[src/rtl/core/speck96_pkg.sv]
// ----------------------------------------------------------------------------
// speck96_pkg
// shared widths, register indexes, stage payload type and rotate helpers
// for the speck 96/96 cipher core
// ----------------------------------------------------------------------------
package speck96_pkg;

  localparam int WORD_W          = 48;
  localparam int ALPHA           = 8;
  localparam int BETA            = 3;
  localparam int ROUND_COUNT_DEF = 28;
  localparam int DATA_W          = 2 * WORD_W;
  localparam int CFG_INDEX_W     = 2;

  typedef logic [WORD_W-1:0] word_t;

  // configuration register indexes
  localparam logic [CFG_INDEX_W-1:0] REG_KEY_LOW  = 2'd0;
  localparam logic [CFG_INDEX_W-1:0] REG_KEY_HIGH = 2'd1;

  // item mode codes
  localparam logic MODE_ENCRYPT = 1'b0;
  localparam logic MODE_DECRYPT = 1'b1;

  // key schedule sequencer
  typedef enum logic [1:0] {
    KS_IDLE,
    KS_LOAD,
    KS_RUN
  } ks_state_t;

  // payload carried from one round stage to the next
  typedef struct packed {
    logic  mode;
    word_t y;
    word_t x;
  } stage_t;

  function automatic word_t rotr(input word_t v, input int n);
    logic [2*WORD_W-1:0] d;
    d = {v, v} >> n;
    return d[WORD_W-1:0];
  endfunction

  function automatic word_t rotl(input word_t v, input int n);
    logic [2*WORD_W-1:0] d;
    d = {v, v} << n;
    return d[2*WORD_W-1:WORD_W];
  endfunction

endpackage

[src/rtl/core/speck96_keys.sv]
// ----------------------------------------------------------------------------
// speck96_keys
// key registers and key schedule: expands the two key words into the round
// key store, one round key per cycle, after reset and after every key write
// ----------------------------------------------------------------------------
module speck96_keys #(
  parameter int ROUND_COUNT = speck96_pkg::ROUND_COUNT_DEF
) (
  input  logic                                 clk,
  input  logic                                 rst,
  input  logic                                 cfg_wr_en,
  input  logic [speck96_pkg::CFG_INDEX_W-1:0]  cfg_index,
  input  logic [speck96_pkg::WORD_W-1:0]       cfg_data,
  output logic [speck96_pkg::WORD_W-1:0]       round_keys [ROUND_COUNT],
  output logic                                 keys_ready
);
  import speck96_pkg::*;

  localparam int CNT_W = (ROUND_COUNT > 1) ? $clog2(ROUND_COUNT) : 1;
  localparam logic [CNT_W-1:0] LAST_STEP = CNT_W'(ROUND_COUNT - 2);

  ks_state_t        state, state_next;
  word_t            key_low, key_high;
  word_t            k, l;
  word_t            l_step, k_step;
  logic [CNT_W-1:0] cnt;
  logic [CNT_W-1:0] wr_idx;

  always_ff @(posedge clk) begin
    if (rst) begin
      key_low  <= '0;
      key_high <= '0;
    end else if (cfg_wr_en) begin
      if (cfg_index == REG_KEY_LOW) begin
        key_low <= cfg_data;
      end else if (cfg_index == REG_KEY_HIGH) begin
        key_high <= cfg_data;
      end
    end
  end

  always_ff @(posedge clk) begin
    if (rst) begin
      state <= KS_LOAD;
    end else begin
      state <= state_next;
    end
  end

  always_comb begin
    state_next = state;
    case (state)
      KS_IDLE: state_next = KS_IDLE;
      KS_LOAD: state_next = (ROUND_COUNT > 1) ? KS_RUN : KS_IDLE;
      KS_RUN:  state_next = (cnt == LAST_STEP) ? KS_IDLE : KS_RUN;
      default: state_next = KS_IDLE;
    endcase
    // a write to a real key register restarts the expansion
    if (cfg_wr_en && (cfg_index inside {REG_KEY_LOW, REG_KEY_HIGH})) begin
      state_next = KS_LOAD;
    end
  end

  assign l_step = (rotr(l, ALPHA) + k) ^ word_t'(cnt);
  assign k_step = rotl(k, BETA) ^ l_step;
  assign wr_idx = cnt + CNT_W'(1);

  always_ff @(posedge clk) begin
    case (state)
      KS_LOAD: begin
        k             <= key_low;
        l             <= key_high;
        cnt           <= '0;
        round_keys[0] <= key_low;
      end
      KS_RUN: begin
        k                  <= k_step;
        l                  <= l_step;
        cnt                <= wr_idx;
        round_keys[wr_idx] <= k_step;
      end
      default: begin
      end
    endcase
  end

  assign keys_ready = (state == KS_IDLE);

endmodule

[config.mk]
export PLATFORM = sky130hd
export DESIGN_NAME = speck96_keys
export DESIGN_NICKNAME = d
export VERILOG_FILES = /design/src/rtl/core/speck96_pkg.sv /design/src/rtl/core/speck96_keys.sv
export SDC_FILE = /design/constraint.sdc
export NUM_CORES = 1
export LEC_CHECK = 0
export BUFFER_PORTS_ARGS = -buffer_cell sky130_fd_sc_hd__buf_2
export CAP_MARGIN = 20
export CORE_AREA = 2 2 538 540
export DETAILED_ROUTE_END_ITERATION = 6
export DIE_AREA = 0 0 540 542
export GPL_TIMING_DRIVEN = 0
export SLEW_MARGIN = 20
export SYNTH_ARGS = -nofsm -noshare
export SYNTH_HDL_FRONTEND = slang
export SYNTH_SLANG_ARGS = --single-unit
[constraint.sdc]
create_clock -name clk -period 9.7 [get_ports clk]
set_clock_uncertainty 0.15 [all_clocks]
set_input_delay 0.485 -clock clk [delete_from_list [all_inputs] [get_ports clk]]
set_output_delay 0.485 -clock clk [all_outputs]
set_load 0.005 [all_outputs]
* Word-level counts from Yosys, hierarchy flattened *
Index checks and enable logic that the tools add are counted.

operators by class
  add/subtract/negate cells = 2
  reductions and logical operators = 9
  muxes and demuxes = 9
  bitwise gates (word level) = 4
  equal/unequal tests = 4
  magnitude comparators = 2

operator list
  kind                   count
  $bwmux W1344           1
  $pmux W48 S2           3
  $demux W48 S5          1
  $add A48 B48 Y48       1
  $mux W48               1
  $xor A48 B48 Y48       1
  $xor A48 B5 Y48        1
  $pmux W5 S2            1
  $ge A6 B6 Y1 const B   1
  $lt A6 B1 Y1 const B   1
  $not A5 Y6             1
  $add A5 B1 Y5 const B  1
  $eq A5 B5 Y1 const B   1
  $eq A2 B1 Y1 const B   2
  $logic_not A2 Y1       2
  $pmux W2 S2            1
  $reduce_bool A2 Y1     2
  $reduce_and A3 Y1      1
  $eq A2 B2 Y1 const B   1
  $logic_and A1 B1 Y1    2
  $mux W2                1
  $reduce_and A2 Y1      1
  $reduce_or A2 Y1       1
  $not A1 Y1             1

word-level totals
  input bits = 53
  output and inout port bits = 1,345
  word-level logic and storage cells = 64
  register bits after elaboration = 1,543

* Logic depth before layout (Yosys ltp) *
  depth after elaboration = 8
  depth in mapped cells = 11
  mapped depth without buffers = 11

* Worst setup path after synthesis *
Ideal clock, no wire load.

  kind = register to register
  from = register state[0]
  to = register round_keys[1296] (netlist name) (enable)
  setup slack = 4.468 ns
  setup time = 0.520 ns
  required time = 9.030 ns
  clock period less this slack = 5.232 ns
  stages on the path, launching flop included = 7
  buffers on the path = 3
  arrival = 4.562 ns
  cell sequence = dfxtp_1 inv_1 ha_1 clkbuf_1 clkbuf_1 clkbuf_1 o21ai_0

between the ends
  word-level cells in the longest chain between the ends = 2
  elaborated cells on any way between the ends = 3
  those cells by class = 2 x eq/ne; 1 x reduce/logical

RTL lines
  what                                          RTL line            text
  start: declaration                            speck96_keys.sv:22  ks_state_t state, state_next;
  start signal: assignment                      speck96_keys.sv:46  state <= state_next;
  $eq A2 B2 Y1 or $eq A2 B1 Y1 (tied branches)  speck96_keys.sv:69  case (state)
  $reduce_bool A2 Y1 (no line) *                n/a
  end signal: indexed assignment                speck96_keys.sv:80  round_keys[wr_idx] <= k_step;
  end: declaration                              speck96_keys.sv:14  output logic [speck96_pkg::WORD_W-1:0] round_keys [ROUND_COUNT],

Every way passes the cells marked *; elsewhere a longest branch is shown, timed or not.
A chain may end at the register's enable or synchronous reset.

* Worst setup path after layout *
  from = register k[0]
  to = register round_keys[268] (netlist name), data pin

between the ends
  word-level cells in the longest chain between the ends = 4

RTL lines
  what                      RTL line            text
  start: declaration        speck96_keys.sv:24  word_t k, l;
  start signal: assignment  speck96_keys.sv:71  k <= key_low;
  start signal: assignment  speck96_keys.sv:77  k <= k_step;
  $add A48 B48 Y48          speck96_keys.sv:64  assign l_step = (rotr(l, ALPHA) + k) ^ word_t'(cnt);
  $xor A48 B5 Y48           speck96_keys.sv:64
  $xor A48 B48 Y48          speck96_keys.sv:65  assign k_step = rotl(k, BETA) ^ l_step;
  named net k_step[28]      speck96_keys.sv:25  word_t l_step, k_step;
  $bwmux W1344              speck96_keys.sv:80

The timed path passes the listed nets, and every way through them passes these cells.

==> reports/metrics.yaml <==
outcome: "finished clean"
whs_path_depth: 5
ys_warn_count: 0
cts_inserted_buffers: 162
tritoncts: "yes"
die_h_um: 542
path_max_fanout: 27
dieWidth_um: 540
vias: 32870
rows: 197
path_clk_slew_ns: 0.06
period_needed_ns: 4.691
clock_path_buffers: 4
clock_sinks: 1543
rr_startpoint: "k[0]"
top_layer: "met5"
grt_setup_unrepaired: "false"
maxCapViolations: 0
synth.distinct_cells: 71
wire_per_inst_um: 25.52
wl_met2_mm: 104.2
nets: 4576
gp_congestion: 0.8441
r2r_slack_ns: 5.01
dp_slack_ns: 4.854
synth_edf_count: 1445
drive_gt1_frac: 0.4109
met1_length_mm: 79.94
fin_ws_ns: 5.009
hold_class: "primary input to flop"
ys_async_sr_fraction: 0
syn_to_final_growth_pct: 39.40
cts_htree_levels: 4
hold_end: "key_low[18]"
drcViolationCount: 0
powerDensity_mw_per_mm2: 238.8
clock.fmax_mhz: 213.2
grtUsageTotal: 0.1394
wl_met3_mm: 20.11
grt_antenna_before_repair: 70
p_leak_nw: 26.12
arrival_ns: 4.88
start_util: 0.1822
r2r_cells: 11
antenna_left: 0
root_buffer: "clkbuf_16"
vias_per_cell: 3.913
critPathRequiredTime_ns: 9.88
hpwl_mm: 163.4
min-delay-start: "cfg_index[0]"
vdd_drop_max_v: 0.0001739
grt_max_degree: 56
synth_cells: 2725
finalCritPeriodShare: 0.4837
portBuffers: 1396
finalMaxSlewViolations: 0
grt_pass1_wl_mm: 280.1
drt_iter0_markers: 2817
ios: 1398
post-cts-setup-buffers: 0
grt_pass1_vias: 32690
setup_viol: 0
path_class: "flop to flop"
dr.pass1.iters: 6
relSlewSlack: 0.2705
r2r-end: "round_keys[268]"
syn-cell-area_mm2: 0.05227
worstSkewPairLatency_ns: 0.84
crit_path_end_kind: "flop"
synth_nets: 2834
overflow: 0
tightest_slew_ns: 1.093
ys_ff_latch: 1543
fillers: 29340
synth_area_per_cell_um2: 19.18
wl_mm: 214.4
core_mm2: 0.2869
die_area_mm2: 0.2927
start_kind: "flop"
ys.flop_type: "edfxtp_1"
hold_viol: 0
hold_ws_ns: 0.2036
ys_seq_area_frac: 0.8677
[through the flow]
step	cell area [um^2]	power, W	TNS, ns	util	std cells
final	72870	0.01740	0	0.2540	8400
after global routing	72810	0.01802	0	0.2538	8379
after CTS	72770	0.01764	0	0.2536	8370
after detailed placement	67210	0.01160	0	0.2343	8033
after global placement	63990	0.01139	-50.41	0.2230	7902
after floorplan	52270	0.009780	0	-	2725
[what timing repair did]
action                                 4_1_cts  5_1_grt
resized for setup                            0        0
hold buffers                                50        0
endpoints found under the hold margin       98        0
[synthesized netlist by cell type, types with 7 or more instances]
library cell	n	share of area
edfxtp_1	1445	0.83
nand2_1	260	0.019
a21oi_1	211	0.020
nor2_1	120	0.0086
dfxtp_1	98	0.038
xnor2_1	77	0.013
clkbuf_1	68	0.0049
inv_1	63	0.0045
ha_1	55	0.013
o21ai_0	52	0.0050
o2bb2ai_1	43	0.0072
mux2_2	39	0.0084
xor2_1	21	0.0035
nand4_1	15	0.0018
a21o_1	14	0.0020
nor3_1	11	0.0011
nand3_1	8	0.00077
o21bai_1	8	0.0011
a31oi_1	7	0.00084
[power by group]
part | internal, W | leakage (nW) | switching (W)
Combinational | 0.000533 | 9.62 | 0.00233
Clock | 0.00336 | 2.48 | 0.00264
Sequential | 0.00845 | 14.0 | 0.0000795
[sequential cells by signal, indices dropped and copies added, names as in the netlist]
register    cells
key_low        48
round_keys   1344
l              48
k              48
state           2
key_high       48
cnt             5
[routing by layer]
layer  up-vias  GRT usage
met3       410    0.04231
met4        22    0.06394
li1      13920          -
met2      2049     0.2384
met5         -          0
met1     16470     0.1591
[kinds of logic (layout without fill, tap and decap cells)]
group / after synthesis / after routing / share of synthesized area
DFF: 1543 / 1543 / 0.8677
and+or+nand+nor: 454 / 454 / 0.03634
AOI/OAI and AO/OA: 388 / 388 / 0.04519
buffers and inverters: 143 / 2008 / 0.01063
xor gates and xnor gates: 102 / 102 / 0.01822
adders and majority gates: 56 / 56 / 0.01355
muxes: 39 / 39 / 0.008402
other: 0 / 29 / 0
[worst max path at each step]
stage / to / from / slack (ns) / depth (start not counted)
6_report: round_keys[268] / k[0] / 5.01 / 11
4_1_cts: round_keys[378] / k[0] / 4.77 / 11
3_5_place_dp: round_keys[330] / k[0] / 4.85 / 11
2_1_floorplan: round_keys[1296] / state[0] / 4.47 / 6
3_3_place_gp: round_keys[192] / state[0] / -0.33 / 6
5_1_grt: round_keys[988] / k[0] / 4.59 / 11
[layout make-up]
type,instances,area (um^2),area share
Sequential cell,1543,45350,0.6224
Timing Repair Buffer,1578,10470,0.1437
Multi-Input combinational cell,1039,6633,0.09102
Tap cell,3781,4731,0.06492
Clock buffer,198,4293,0.05891
Clock inverter,89,760.7,0.01044
Buffer,80,319.1,0.004379
Inverter,63,236.5,0.003245
Antenna cell,29,72.57,0.0009959
[layout by cell type (no fill, tap or decap), drive strengths merged, types with 4 or more instances in the layout]
cell | synthesis | final
nand2b | 6 | 6
clkinv | 0 | 69
o22ai | 4 | 4
clkbuf | 68 | 266
a31oi | 7 | 7
xor2 | 21 | 21
nor2b | 6 | 6
nor4 | 5 | 5
ha | 55 | 55
dfxtp | 98 | 98
dlygate4sd3 | 0 | 50
mux2 | 39 | 39
nand2 | 261 | 261
bufinv | 0 | 7
o21a | 6 | 6
buf | 12 | 1540
diode | 0 | 29
edfxtp | 1445 | 1445
o31ai | 5 | 5
or3 | 4 | 4
a21oi | 212 | 212
o2bb2ai | 43 | 43
nand4 | 16 | 16
inv | 63 | 73
and2 | 5 | 5
nand3 | 9 | 9
nor2 | 120 | 120
xnor2 | 77 | 77
a21o | 15 | 15
o21bai | 8 | 8
nor3 | 12 | 12
o21ai | 58 | 58
[critical path, cell delays in order, from the launching register on]
cell       delay, ns
edfxtp_1        0.44
ha_1            0.26
fa_1            0.41
a21oi_1         0.22
nor2_1          0.10
o31ai_1         0.50
a2111oi_2       0.17
or2_1           0.31
a21oi_1         0.19
xnor2_1         0.14
xnor2_1         0.62
inv_1           0.66
No activity file was read; power rests on OpenSTA's default activity.
