`src/rtl/core/speck96_pkg.sv`:
```
// ----------------------------------------------------------------------------
// speck96_pkg
// shared widths, register indexes, stage payload type and rotate helpers
// for the speck 96/96 cipher core
// ----------------------------------------------------------------------------
package speck96_pkg;

  localparam int WORD_W          = 48;
  localparam int ALPHA           = 8;
  localparam int BETA            = 3;
  localparam int ROUND_COUNT_DEF = 28;
  localparam int DATA_W          = 2 * WORD_W;
  localparam int CFG_INDEX_W     = 2;

  typedef logic [WORD_W-1:0] word_t;

  // configuration register indexes
  localparam logic [CFG_INDEX_W-1:0] REG_KEY_LOW  = 2'd0;
  localparam logic [CFG_INDEX_W-1:0] REG_KEY_HIGH = 2'd1;

  // item mode codes
  localparam logic MODE_ENCRYPT = 1'b0;
  localparam logic MODE_DECRYPT = 1'b1;

  // key schedule sequencer
  typedef enum logic [1:0] {
    KS_IDLE,
    KS_LOAD,
    KS_RUN
  } ks_state_t;

  // payload carried from one round stage to the next
  typedef struct packed {
    logic  mode;
    word_t y;
    word_t x;
  } stage_t;

  function automatic word_t rotr(input word_t v, input int n);
    logic [2*WORD_W-1:0] d;
    d = {v, v} >> n;
    return d[WORD_W-1:0];
  endfunction

  function automatic word_t rotl(input word_t v, input int n);
    logic [2*WORD_W-1:0] d;
    d = {v, v} << n;
    return d[2*WORD_W-1:WORD_W];
  endfunction

endpackage

```
`src/rtl/core/speck96_round.sv`:
```
// ----------------------------------------------------------------------------
// speck96_round
// one registered cipher round, forward or inverse as the item's mode says
// ----------------------------------------------------------------------------
module speck96_round (
  input  logic                           clk,
  input  logic                           rst,
  input  logic                           en,
  input  logic                           in_valid,
  input  speck96_pkg::stage_t            in_data,
  input  logic [speck96_pkg::WORD_W-1:0] key_enc,
  input  logic [speck96_pkg::WORD_W-1:0] key_dec,
  output logic                           out_valid,
  output speck96_pkg::stage_t            out_data
);
  import speck96_pkg::*;

  word_t  enc_x, enc_y, dec_x, dec_y;
  stage_t result;

  assign enc_x = (rotr(in_data.x, ALPHA) + in_data.y) ^ key_enc;
  assign enc_y = rotl(in_data.y, BETA) ^ enc_x;

  assign dec_y = rotr(in_data.y ^ in_data.x, BETA);
  assign dec_x = rotl((in_data.x ^ key_dec) - dec_y, ALPHA);

  always_comb begin
    result.mode = in_data.mode;
    if (in_data.mode == MODE_DECRYPT) begin
      result.x = dec_x;
      result.y = dec_y;
    end else begin
      result.x = enc_x;
      result.y = enc_y;
    end
  end

  always_ff @(posedge clk) begin
    if (rst) begin
      out_valid <= 1'b0;
    end else if (en) begin
      out_valid <= in_valid;
    end
  end

  always_ff @(posedge clk) begin
    if (en) begin
      out_data <= result;
    end
  end

endmodule

```
`config.mk`:
```
export PLATFORM = sky130hd
export DESIGN_NAME = speck96_round
export DESIGN_NICKNAME = d
export VERILOG_FILES = /design/src/rtl/core/speck96_pkg.sv /design/src/rtl/core/speck96_round.sv
export SDC_FILE = /design/constraint.sdc
export NUM_CORES = 1
export LEC_CHECK = 0
export ABC_CLOCK_PERIOD_IN_PS = 3760
export BUFFER_PORTS_ARGS = -buffer_cell sky130_fd_sc_hd__buf_2
export CAP_MARGIN = 30
export CORE_MARGIN = 2
export CORE_UTILIZATION = 55
export CTS_CLUSTER_SIZE = 14
export DETAILED_ROUTE_END_ITERATION = 10
export PLACE_DENSITY = 0.86
export SYNTH_ARGS = -nofsm -noshare
export SYNTH_HDL_FRONTEND = slang
export SYNTH_SLANG_ARGS = --single-unit
export TNS_END_PERCENT = 5
```
`constraint.sdc`:
```
create_clock -name clk -period 3.76 [get_ports clk]
set_input_delay 0.376 -clock clk [delete_from_list [all_inputs] [get_ports clk]]
set_output_delay 0.376 -clock clk [all_outputs]
set_load 0.02 [all_outputs]
```
* Yosys cells after proc, flatten, opt, wreduce, memory -nomap -nowiden *
Index checks and enable logic that the tools add are counted.

storage, ports and cells
  register bits after elaboration = 98
  latch bits = 0
  bits in writable memories = 0
  memory bits (read-only) = 0
  input bits = 197
  output and inout port bits = 98
  logic and storage cells = 11
  memories = 0

operators by class
  add/subtract/negate cells = 2
  multiply operators = 0
  div/mod/pow operators = 0
  order comparisons = 0
  equality and inequality tests = 0
  shift operators = 0
  mux-type cells = 1
  bitwise operators = 4
  reduce and logical (&&, ||, !) cells = 0

operators with widths
  kind            number
  $xor 48x48->48  4
  $mux 96         1
  $add 48x48->48  1
  $sub 48x48->48  1

* Depth between registers and ports, before layout *
Gate-level depths: netlist (run 1).

  word-level depth = 4
  depth in mapped cells = 14
  mapped depth without buffers = 14

* Worst setup path before layout (run 1) *
OpenSTA, ideal clock, no wires.

  path kind = in2reg
  start = in in_data[51] in the netlist's numbering
  end = reg out_data[4] in the netlist's numbering (data pin)
  library setup time = 0.265 ns
  data arrival time = 2.955 ns
  data required time = 3.495 ns
  slack = 0.539 ns
  stages on the path = 14
  buffers on the path = 0
  cells stage by stage = xor2_1 ha_1 inv_1 fa_1 a211oi_1 o21ai_0 a22oi_1 o21ai_1 a41o_1 a21boi_0 o31ai_1 a21oi_1 xor2_1 mux2i_1

RTL lines
  item                    line                 source
  start: declaration      speck96_round.sv:10  input speck96_pkg::stage_t in_data,
  end signal: assignment  speck96_round.sv:48  out_data <= result;
  end: declaration        speck96_round.sv:14  output speck96_pkg::stage_t out_data

==> flow_summary.json, run 1 <==
{
  "fin_tns_setup_ns": 0,
  "clock_net_sink_count": 98,
  "drt-met1-wl_mm": 15.82,
  "wl_mm": 38.88,
  "switching_share_pct": 42.88,
  "p_leak_uw": 0.005788,
  "port_buffers": 294,
  "postCtsSetupRepairBufs": 0,
  "worst-setup-path-type": "input pin to register",
  "final_antenna_net_count": 0,
  "timing.hold.worst_path_depth": 2,
  "place_hpwl_mm": 31.83,
  "floorplan.rows": 51,
  "ff2ff_setup_slack_ns": 3.17,
  "number_of_maximum_capacitance_constraint_violations": 0,
  "fill_cells": 1617,
  "routed_wire_length_per_instance_um": 21.70,
  "grt_setup_unrepaired": "false",
  "cp_data_arrival_time_ns": 3.52,
  "crit_path_end_kind": "register",
  "setup.worst_path.start_class": "input pin",
  "critPathMaxFanout": 7,
  "cts.path.max_buffers": 2,
  "dieArea_sq_um": 21090,
  "clkTransAtPathRegs_ns": 0.08,
  "maxSlewHeadroom_pct": 37.56,
  "timing.critical_path.required_ns": 3.84,
  "power.share.clock_pct": 17.9,
  "cts_max_level": 3,
  "reg2reg_path_depth": 2,
  "number_of_hold_repair_buffers_added_at_the_cts_stage": 0,
  "grt_pass1_vias": 10536,
  "synth-seq-cells": 98,
  "hold_viol_final": 0,
  "finalSetupViolations": 0,
  "final_core_util_pct": 67.62,
  "synth_ff_type": "edfxtp_1",
  "die_w_um": 145.2,
  "post_synth.cell_area_avg_sq_um": 9.038,
  "worstReg2RegEnd": "out_valid",
  "regToRegStartpoint": "out_valid",
  "final_layout_size_suffix_gt1_share_pct": 26.21,
  "die_h_um": 145.2,
  "post-route-cell-area_sq_um": 13200,
  "gate_family_responsible_for_the_most_delay_along_the_worst_path": "compound AO/OA/AOI/OAI gates",
  "drt_iter0_markers": 1154,
  "topRoutingLayerUsed": "met4",
  "floorplan.initialDensity_pct": 56.19,
  "share_comb_of_total_power_pct": 54.9,
  "pwr_density_cell_nw_per_um2": 430.7,
  "drt-vias-per-instance": 6.100,
  "power_report.internal_total_uw": 3248,
  "cts_tree": "built",
  "setup_skew_after_layout_ns": 0,
  "synthCells": 1214,
  "clock_buffer_count_from_cts": 9,
  "dpl-instance-area_sq_um": 12890,
  "worst-slew-pin-transition_ns": 0.9367,
  "met2WireLength_mm": 17.55,
  "synthDistinctLibCells": 86,
  "whs_endpoint": "out_valid",
  "grt-ovfl-total": 0,
  "grt_antenna_before_repair": 1,
  "vias": 10931,
  "core_area_sq_um": 19530,
  "post-place-cells": 1775,
  "clock_latency_ns": 0.36,
  "synth_fp_nets": 1507,
  "top_level_ports": 295,
  "worst-path-buf-inv": 1,
  "route.met3.wl_mm": 3.947,
  "total_routing_resource_utilization_after_global_routing_pct": 35.52,
  "startpoint_of_the_worst_hold_path": "rst",
  "critical_path.cell_chain": "buf_2 > xnor2_1 > ha_1 > a21o_2 > a21o_1 > a2111oi_0 > o21ai_0 > a41o_1 > a21boi_0 > o31ai_1 > a21oi_1 > xor2_1 > mux2i_1",
  "crit_slowest_cell": "a2111oi_0",
  "final_slew_viol_count": 0,
  "synth.cell_area_sq_um": 10970,
  "ys_seq_area_share_pct": 26.73,
  "critical_path_depth": 13,
  "max-vdd-ir-drop_v": 0.0002146,
  "detailed_routing_iteration_count_for_the_pre_antenna_repair_pass": 6,
  "grt_start_max_net_pins": 67,
  "post-route-min-period_ns": 3.437,
  "synth-async-reset-ratio_pct": 0,
  "synth.yosys.warnings": 0,
  "total_power_consumption_of_the_routed_design_uw": 5687,
  "fin_nets": 1814,
  "placer_s_final_routability_congestion_estimate": 1.010,
  "ratio_of_final_minimum_period_to_clock_period_pct": 91.41,
  "net-switching-power_uw": 2438,
  "stdcell_count": 1792,
  "run_status": "complete, no violations",
  "maximum_frequency_from_static_timing_analysis_mhz": 291.0,
  "timing.critical_path.slowest_cell_delay_ns": 0.51,
  "global_route_wire_length_before_repair_mm": 58.29,
  "seq_area_sq_um": 2933,
  "layout-area-overhead-vs-synth_pct": 20.33,
  "cts.root.buffer_cell": "clkbuf_16",
  "synth_enable_flop_cells": 97,
  "post_route_drc_violation_count": 0,
  "seqPwrFrac_pct": 27.3,
  "hold_path.class": "input pin to register",
  "post_cts.resized_instances": 0,
  "total_area_of_multi_input_combinational_cells_sq_um": 7681
}
==> power groups by stage <==
stage / logic, uW / registers, uW / clock network, uW
2_1_floorplan: 1790 / 1830 / 0
3_3_place_gp: 2990 / 1570 / 0
3_5_place_dp: 3020 / 1570 / 0
4_1_cts: 3040 / 1550 / 1020
5_1_grt: 3310 / 1570 / 1050
6_report: 3120 / 1550 / 1020
==> routing by layer <==
layer	vias to the layer above	GRT usage, %
li1	5027	-
met4	0	14.56
met3	122	6.635
met5	-	0
met2	695	57.58
met1	5087	46.74
==> worst max-delay path by stage <==
stage                startpoint  slack (ns)     endpoint
finish              in_data[66]        0.32  out_data[4]
global route        in_data[51]        0.12  out_data[4]
CTS                 in_data[66]        0.39  out_data[4]
detailed placement  in_data[66]        0.03  out_data[4]
global placement    in_data[66]        0.13  out_data[4]
floorplan           in_data[51]        0.54  out_data[4]
==> metrics by stage <==
stage / hold slack [ns] / setup WS (ns)
after floorplan: 0.4484 / 0.5394
after global placement: 0.4669 / 0.1327
after detailed placement: 0.4757 / 0.02830
after CTS: 0.1523 / 0.3891
after global routing: 0.1611 / 0.1201
final: 0.1565 / 0.3231
==> layout make-up <==
cell class,instances,share of cell area [%]
multi-input cells,1043,58.18
inverters,25,0.7108
flip-flops and latches,98,22.21
clock inverters,7,0.6349
diodes,1,0.01895
repair buffers,344,14.03
clock buffers,9,1.706
well taps,265,2.511
==> kinds of logic (layout without fill, tap and decap cells) <==
kind of cell	Yosys count	after routing	share of synthesized area, %
flip-flops	98	98	26.73
adder cells (fa/ha/maj)	96	96	11.08
AND/OR/NAND/NOR	262	262	11.11
XOR/XNOR	278	278	22.57
multiplexers	42	42	3.957
other	0	1	0
AO/OA/AOI/OAI	365	365	21.29
buffers and inverters	73	385	3.261
==> synthesized netlist by cell type (3+ instances only) <==
cell type	instances	area [sq um]
a21o_1	36	270.3
o21ai_1	7	35.03
nor2b_1	5	31.28
ha_1	94	1176
o41ai_1	3	26.28
xnor3_1	3	67.56
a211oi_1	5	37.54
a21o_2	4	35.03
clkbuf_1	29	108.9
xnor2_1	180	1577
xor2_1	95	832.1
nor2_1	91	341.6
nand2b_1	4	25.02
a41oi_1	4	35.03
o211ai_1	5	37.54
a31oi_1	10	62.56
and2_1	5	31.28
and4_1	3	26.28
a21boi_0	3	22.52
buf_1	3	11.26
buf_4	6	45.04
nand3b_1	3	22.52
inv_1	24	90.09
buf_6	4	45.04
a21oi_1	146	730.7
nor3_1	9	45.04
and3_1	9	56.30
o21ai_0	68	340.3
mux2_2	11	123.9
or3_1	3	18.77
o21a_1	21	157.7
edfxtp_1	97	2913
a221oi_1	6	52.55
o311ai_0	3	26.28
o21bai_1	9	67.56
nand3_1	28	140.1
nand2_1	78	292.8
mux2i_1	31	310.3
nand4_1	9	56.30
o31ai_1	5	37.54
==> registers in the layout, summed over array words and instances, names as in the netlist <==
name / count
out_valid: 1
out_data: 97
==> placed cells by master (no fill, tap or decap), types with 4 or more instances in the layout <==
cell,Yosys,routed
o211ai_1,5,5
a221oi_1,6,6
o21bai_1,9,9
a21oi_1,146,146
nand2_1,78,78
o21ai_0,68,68
nor3_1,9,9
a31oi_1,10,10
o21ai_1,7,7
o31ai_1,5,5
buf_2,2,292
nor2_1,91,91
a21o_1,36,36
mux2i_1,31,31
inv_1,24,24
and3_1,9,9
nand4_1,9,9
xor2_1,95,95
ha_1,94,94
nand2b_1,4,4
buf_4,6,52
mux2_2,11,11
xnor2_1,180,180
a21o_2,4,4
a211oi_1,5,5
edfxtp_1,97,97
and2_1,5,5
nor2b_1,5,5
a41oi_1,4,4
nand3_1,28,28
clkbuf_16,0,9
o21a_1,21,21
No activity file was read; power rests on OpenSTA's default activity.
==> run 2: changes to the inputs <==
==> constraint.sdc (replaced) <==
create_clock -name clk -period 3.76 [get_ports clk]
set_input_delay 0.752 -clock clk [delete_from_list [all_inputs] [get_ports clk]]
set_output_delay 0.752 -clock clk [all_outputs]
set_load 0.02 [all_outputs]
==> run 2 against run 1 <==
Against the previous run:
- maximum frequency fell by 4.9%
- setup slack got worse by 0.18 ns
- critical path type unchanged
- clock skew did not move
- die area did not move
- clock-buffer cell count did not move
- sequential share of layout area fell by 1.8 points
- final cell count rose by 7.7%
- global-route usage rose by 2.2 points
- final area rose by 8.6%
- routed wire length rose by 5.9%
- via count rose by 6.2%
==> flow_summary.json, run 2 (synthesis results as in run 1) <==
{
  "routed_wire_length_per_instance_um": 21.33,
  "cts.root.buffer_cell": "clkbuf_16",
  "crit_path_end_kind": "register",
  "placer_s_final_routability_congestion_estimate": 0.9551,
  "critPathMaxFanout": 5,
  "crit_path_end": "out_data[39]",
  "grt_setup_unrepaired": "false",
  "seq_area_sq_um": 2933,
  "commonest_non_fill_non_tap_cell_in_the_layout": "buf_2",
  "clock_net_sink_count": 98,
  "total_power_consumption_of_the_routed_design_uw": 5977,
  "ratio_of_final_minimum_period_to_clock_period_pct": 96.09,
  "layout-area-overhead-vs-synth_pct": 30.68,
  "largest-register": "out_data",
  "finalSetupViolations": 0,
  "worst-slew-pin-transition_ns": 0.6560,
  "drt-vias-per-instance": 6.015,
  "cts_max_level": 3,
  "maxSlewHeadroom_pct": 56.27,
  "floorplan.rows": 51,
  "number_of_flip_flops_in_the_largest_register": 97,
  "post-route-min-period_ns": 3.613,
  "timing.final.ws_setup_ns": 0.1471,
  "grt_antenna_before_repair": 0,
  "core_area_sq_um": 19530,
  "postCtsSetupRepairBufs": 0,
  "detailed_routing_iteration_count_for_the_pre_antenna_repair_pass": 5,
  "switching_share_pct": 42.52,
  "grt_start_max_net_pins": 66,
  "gate_family_responsible_for_the_most_delay_along_the_worst_path": "compound AO/OA/AOI/OAI gates",
  "grt_pass1_vias": 11169,
  "pwr_density_cell_nw_per_um2": 416.9,
  "leading_cell_types_in_the_layout_fill_and_taps_excluded": "292 x buf_2, 188 x buf_4, 178 x xnor2_1",
  "clkTransAtPathRegs_ns": 0.08,
  "wl_mm": 41.17,
  "maximum_frequency_from_static_timing_analysis_mhz": 276.8,
  "clock_latency_ns": 0.37,
  "p_leak_uw": 0.006483,
  "total_routing_resource_utilization_after_global_routing_pct": 37.74,
  "dieArea_sq_um": 21090,
  "number_of_maximum_capacitance_constraint_violations": 0,
  "hold_path.class": "register to register",
  "vias": 11608,
  "floorplan.initialDensity_pct": 56.19,
  "global_route_wire_length_before_repair_mm": 62.02,
  "clock_buffer_count_from_cts": 9,
  "power.share.clock_pct": 16.1,
  "post_route_drc_violation_count": 0,
  "setup.worst_path.start_class": "input pin",
  "cts.path.max_buffers": 2,
  "diodes": 0,
  "final_core_util_pct": 73.43,
  "critical_path_depth": 13,
  "worstReg2RegEnd": "out_valid",
  "critical_path.cell_chain": "buf_2 > ha_1 > a21oi_2 > nand2_1 > a221oi_4 > o211ai_2 > a211o_1 > a21o_1 > a41oi_1 > buf_4 > a21oi_1 > xnor2_1 > o21ai_0",
  "place_hpwl_mm": 34.09,
  "timing.critical_path.slowest_cell_delay_ns": 0.37,
  "reg2reg_path_depth": 2,
  "power_report.internal_total_uw": 3435,
  "setup_skew_after_layout_ns": 0,
  "cp_data_arrival_time_ns": 3.69,
  "run_status": "complete, no violations",
  "final_antenna_net_count": 0,
  "place_ws_ns": -0.3069,
  "fin_nets": 1953,
  "cts_tree": "built",
  "seqPwrFrac_pct": 26.2,
  "regToRegStartpoint": "out_valid",
  "worst-path-buf-inv": 2,
  "fill_cells": 1522,
  "top_level_ports": 295,
  "number_of_hold_repair_buffers_added_at_the_cts_stage": 0,
  "hold_viol_final": 0,
  "final_layout_size_suffix_gt1_share_pct": 32.97,
  "net-switching-power_uw": 2541,
  "largest_registers": "out_data: 97 flops, out_valid: 1 flops",
  "worst-setup-path-type": "input pin to register",
  "die_h_um": 145.2,
  "die_w_um": 145.2,
  "ff2ff_setup_slack_ns": 3.18,
  "drt_iter0_markers": 1210,
  "stdcell_count": 1930,
  "timing.critical_path.required_ns": 3.84,
  "startpoint_of_the_worst_hold_path": "out_valid",
  "grt-ovfl-total": 0,
  "port_buffers": 294,
  "timing.critical_path.from": "in_data[13]",
  "final_slew_viol_count": 0,
  "max-vdd-ir-drop_v": 0.0002752,
  "post-place-cells": 1914,
  "share_comb_of_total_power_pct": 57.7,
  "total_area_of_multi_input_combinational_cells_sq_um": 7751,
  "crit_slowest_cell": "ha_1"
}
==> run 2: cell type report <==
type | instances | area share (%)
inverter | 25 | 0.6545
multi-input combinational | 1043 | 54.06
clock buffer | 9 | 1.571
timing repair buffer | 483 | 20.46
clock inverter | 7 | 0.4887
tap | 265 | 2.313
sequential | 98 | 20.46
==> run 2: tightest hold or removal path: stages (launching register included) <==
cell and delay (ns):
dfxtp_1 0.33, mux2i_1 0.06, nor2_1 0.07
==> run 2: through the flow <==
step | setup TNS (ns) | instance area (sq um) | hold WS (ns)
final | 0 | 14340 | 0.4895
after global placement | -3.135 | 13970 | 0.4676
after detailed placement | -5.699 | 13970 | 0.4760
after floorplan | 0 | 10970 | 0.5788
after CTS | 0 | 14270 | 0.4953
after global routing | 0 | 14340 | 0.5350
==> run 2: metal layers <==
layer  track usage, %  part of all wire [%]  vias up
li1                 -                     -     5318
met2            62.13                    47      764
met1            51.19                    40     5433
met3            4.969                    10       93
met4            12.94                   3.0        0
met5                0                     0        -
==> run 2: worst min path at each step <==
stage                            to  slack, ns  cells after the start
after floorplan           out_valid       0.58                      2
after global placement    out_valid       0.47                      2
after detailed placement  out_valid       0.48                      2
after CTS                 out_valid       0.50                      2
after global routing      out_valid       0.54                      2
final                     out_valid       0.49                      2
==> run 2: timing repair <==
action                     CTS  global route
pin swaps                    0             4
setup endpoints to repair    1            18
gates resized for setup      1            15
cloned                       0             0
==> run 2: power by group through the flow <==
stage	registers (uW)	clock network (uW)	logic (uW)
finish	1560	964	3450
global placement	1580	0	3270
floorplan	1830	0	1790
detailed placement	1580	0	3320
CTS	1560	969	3350
global route	1580	998	3670
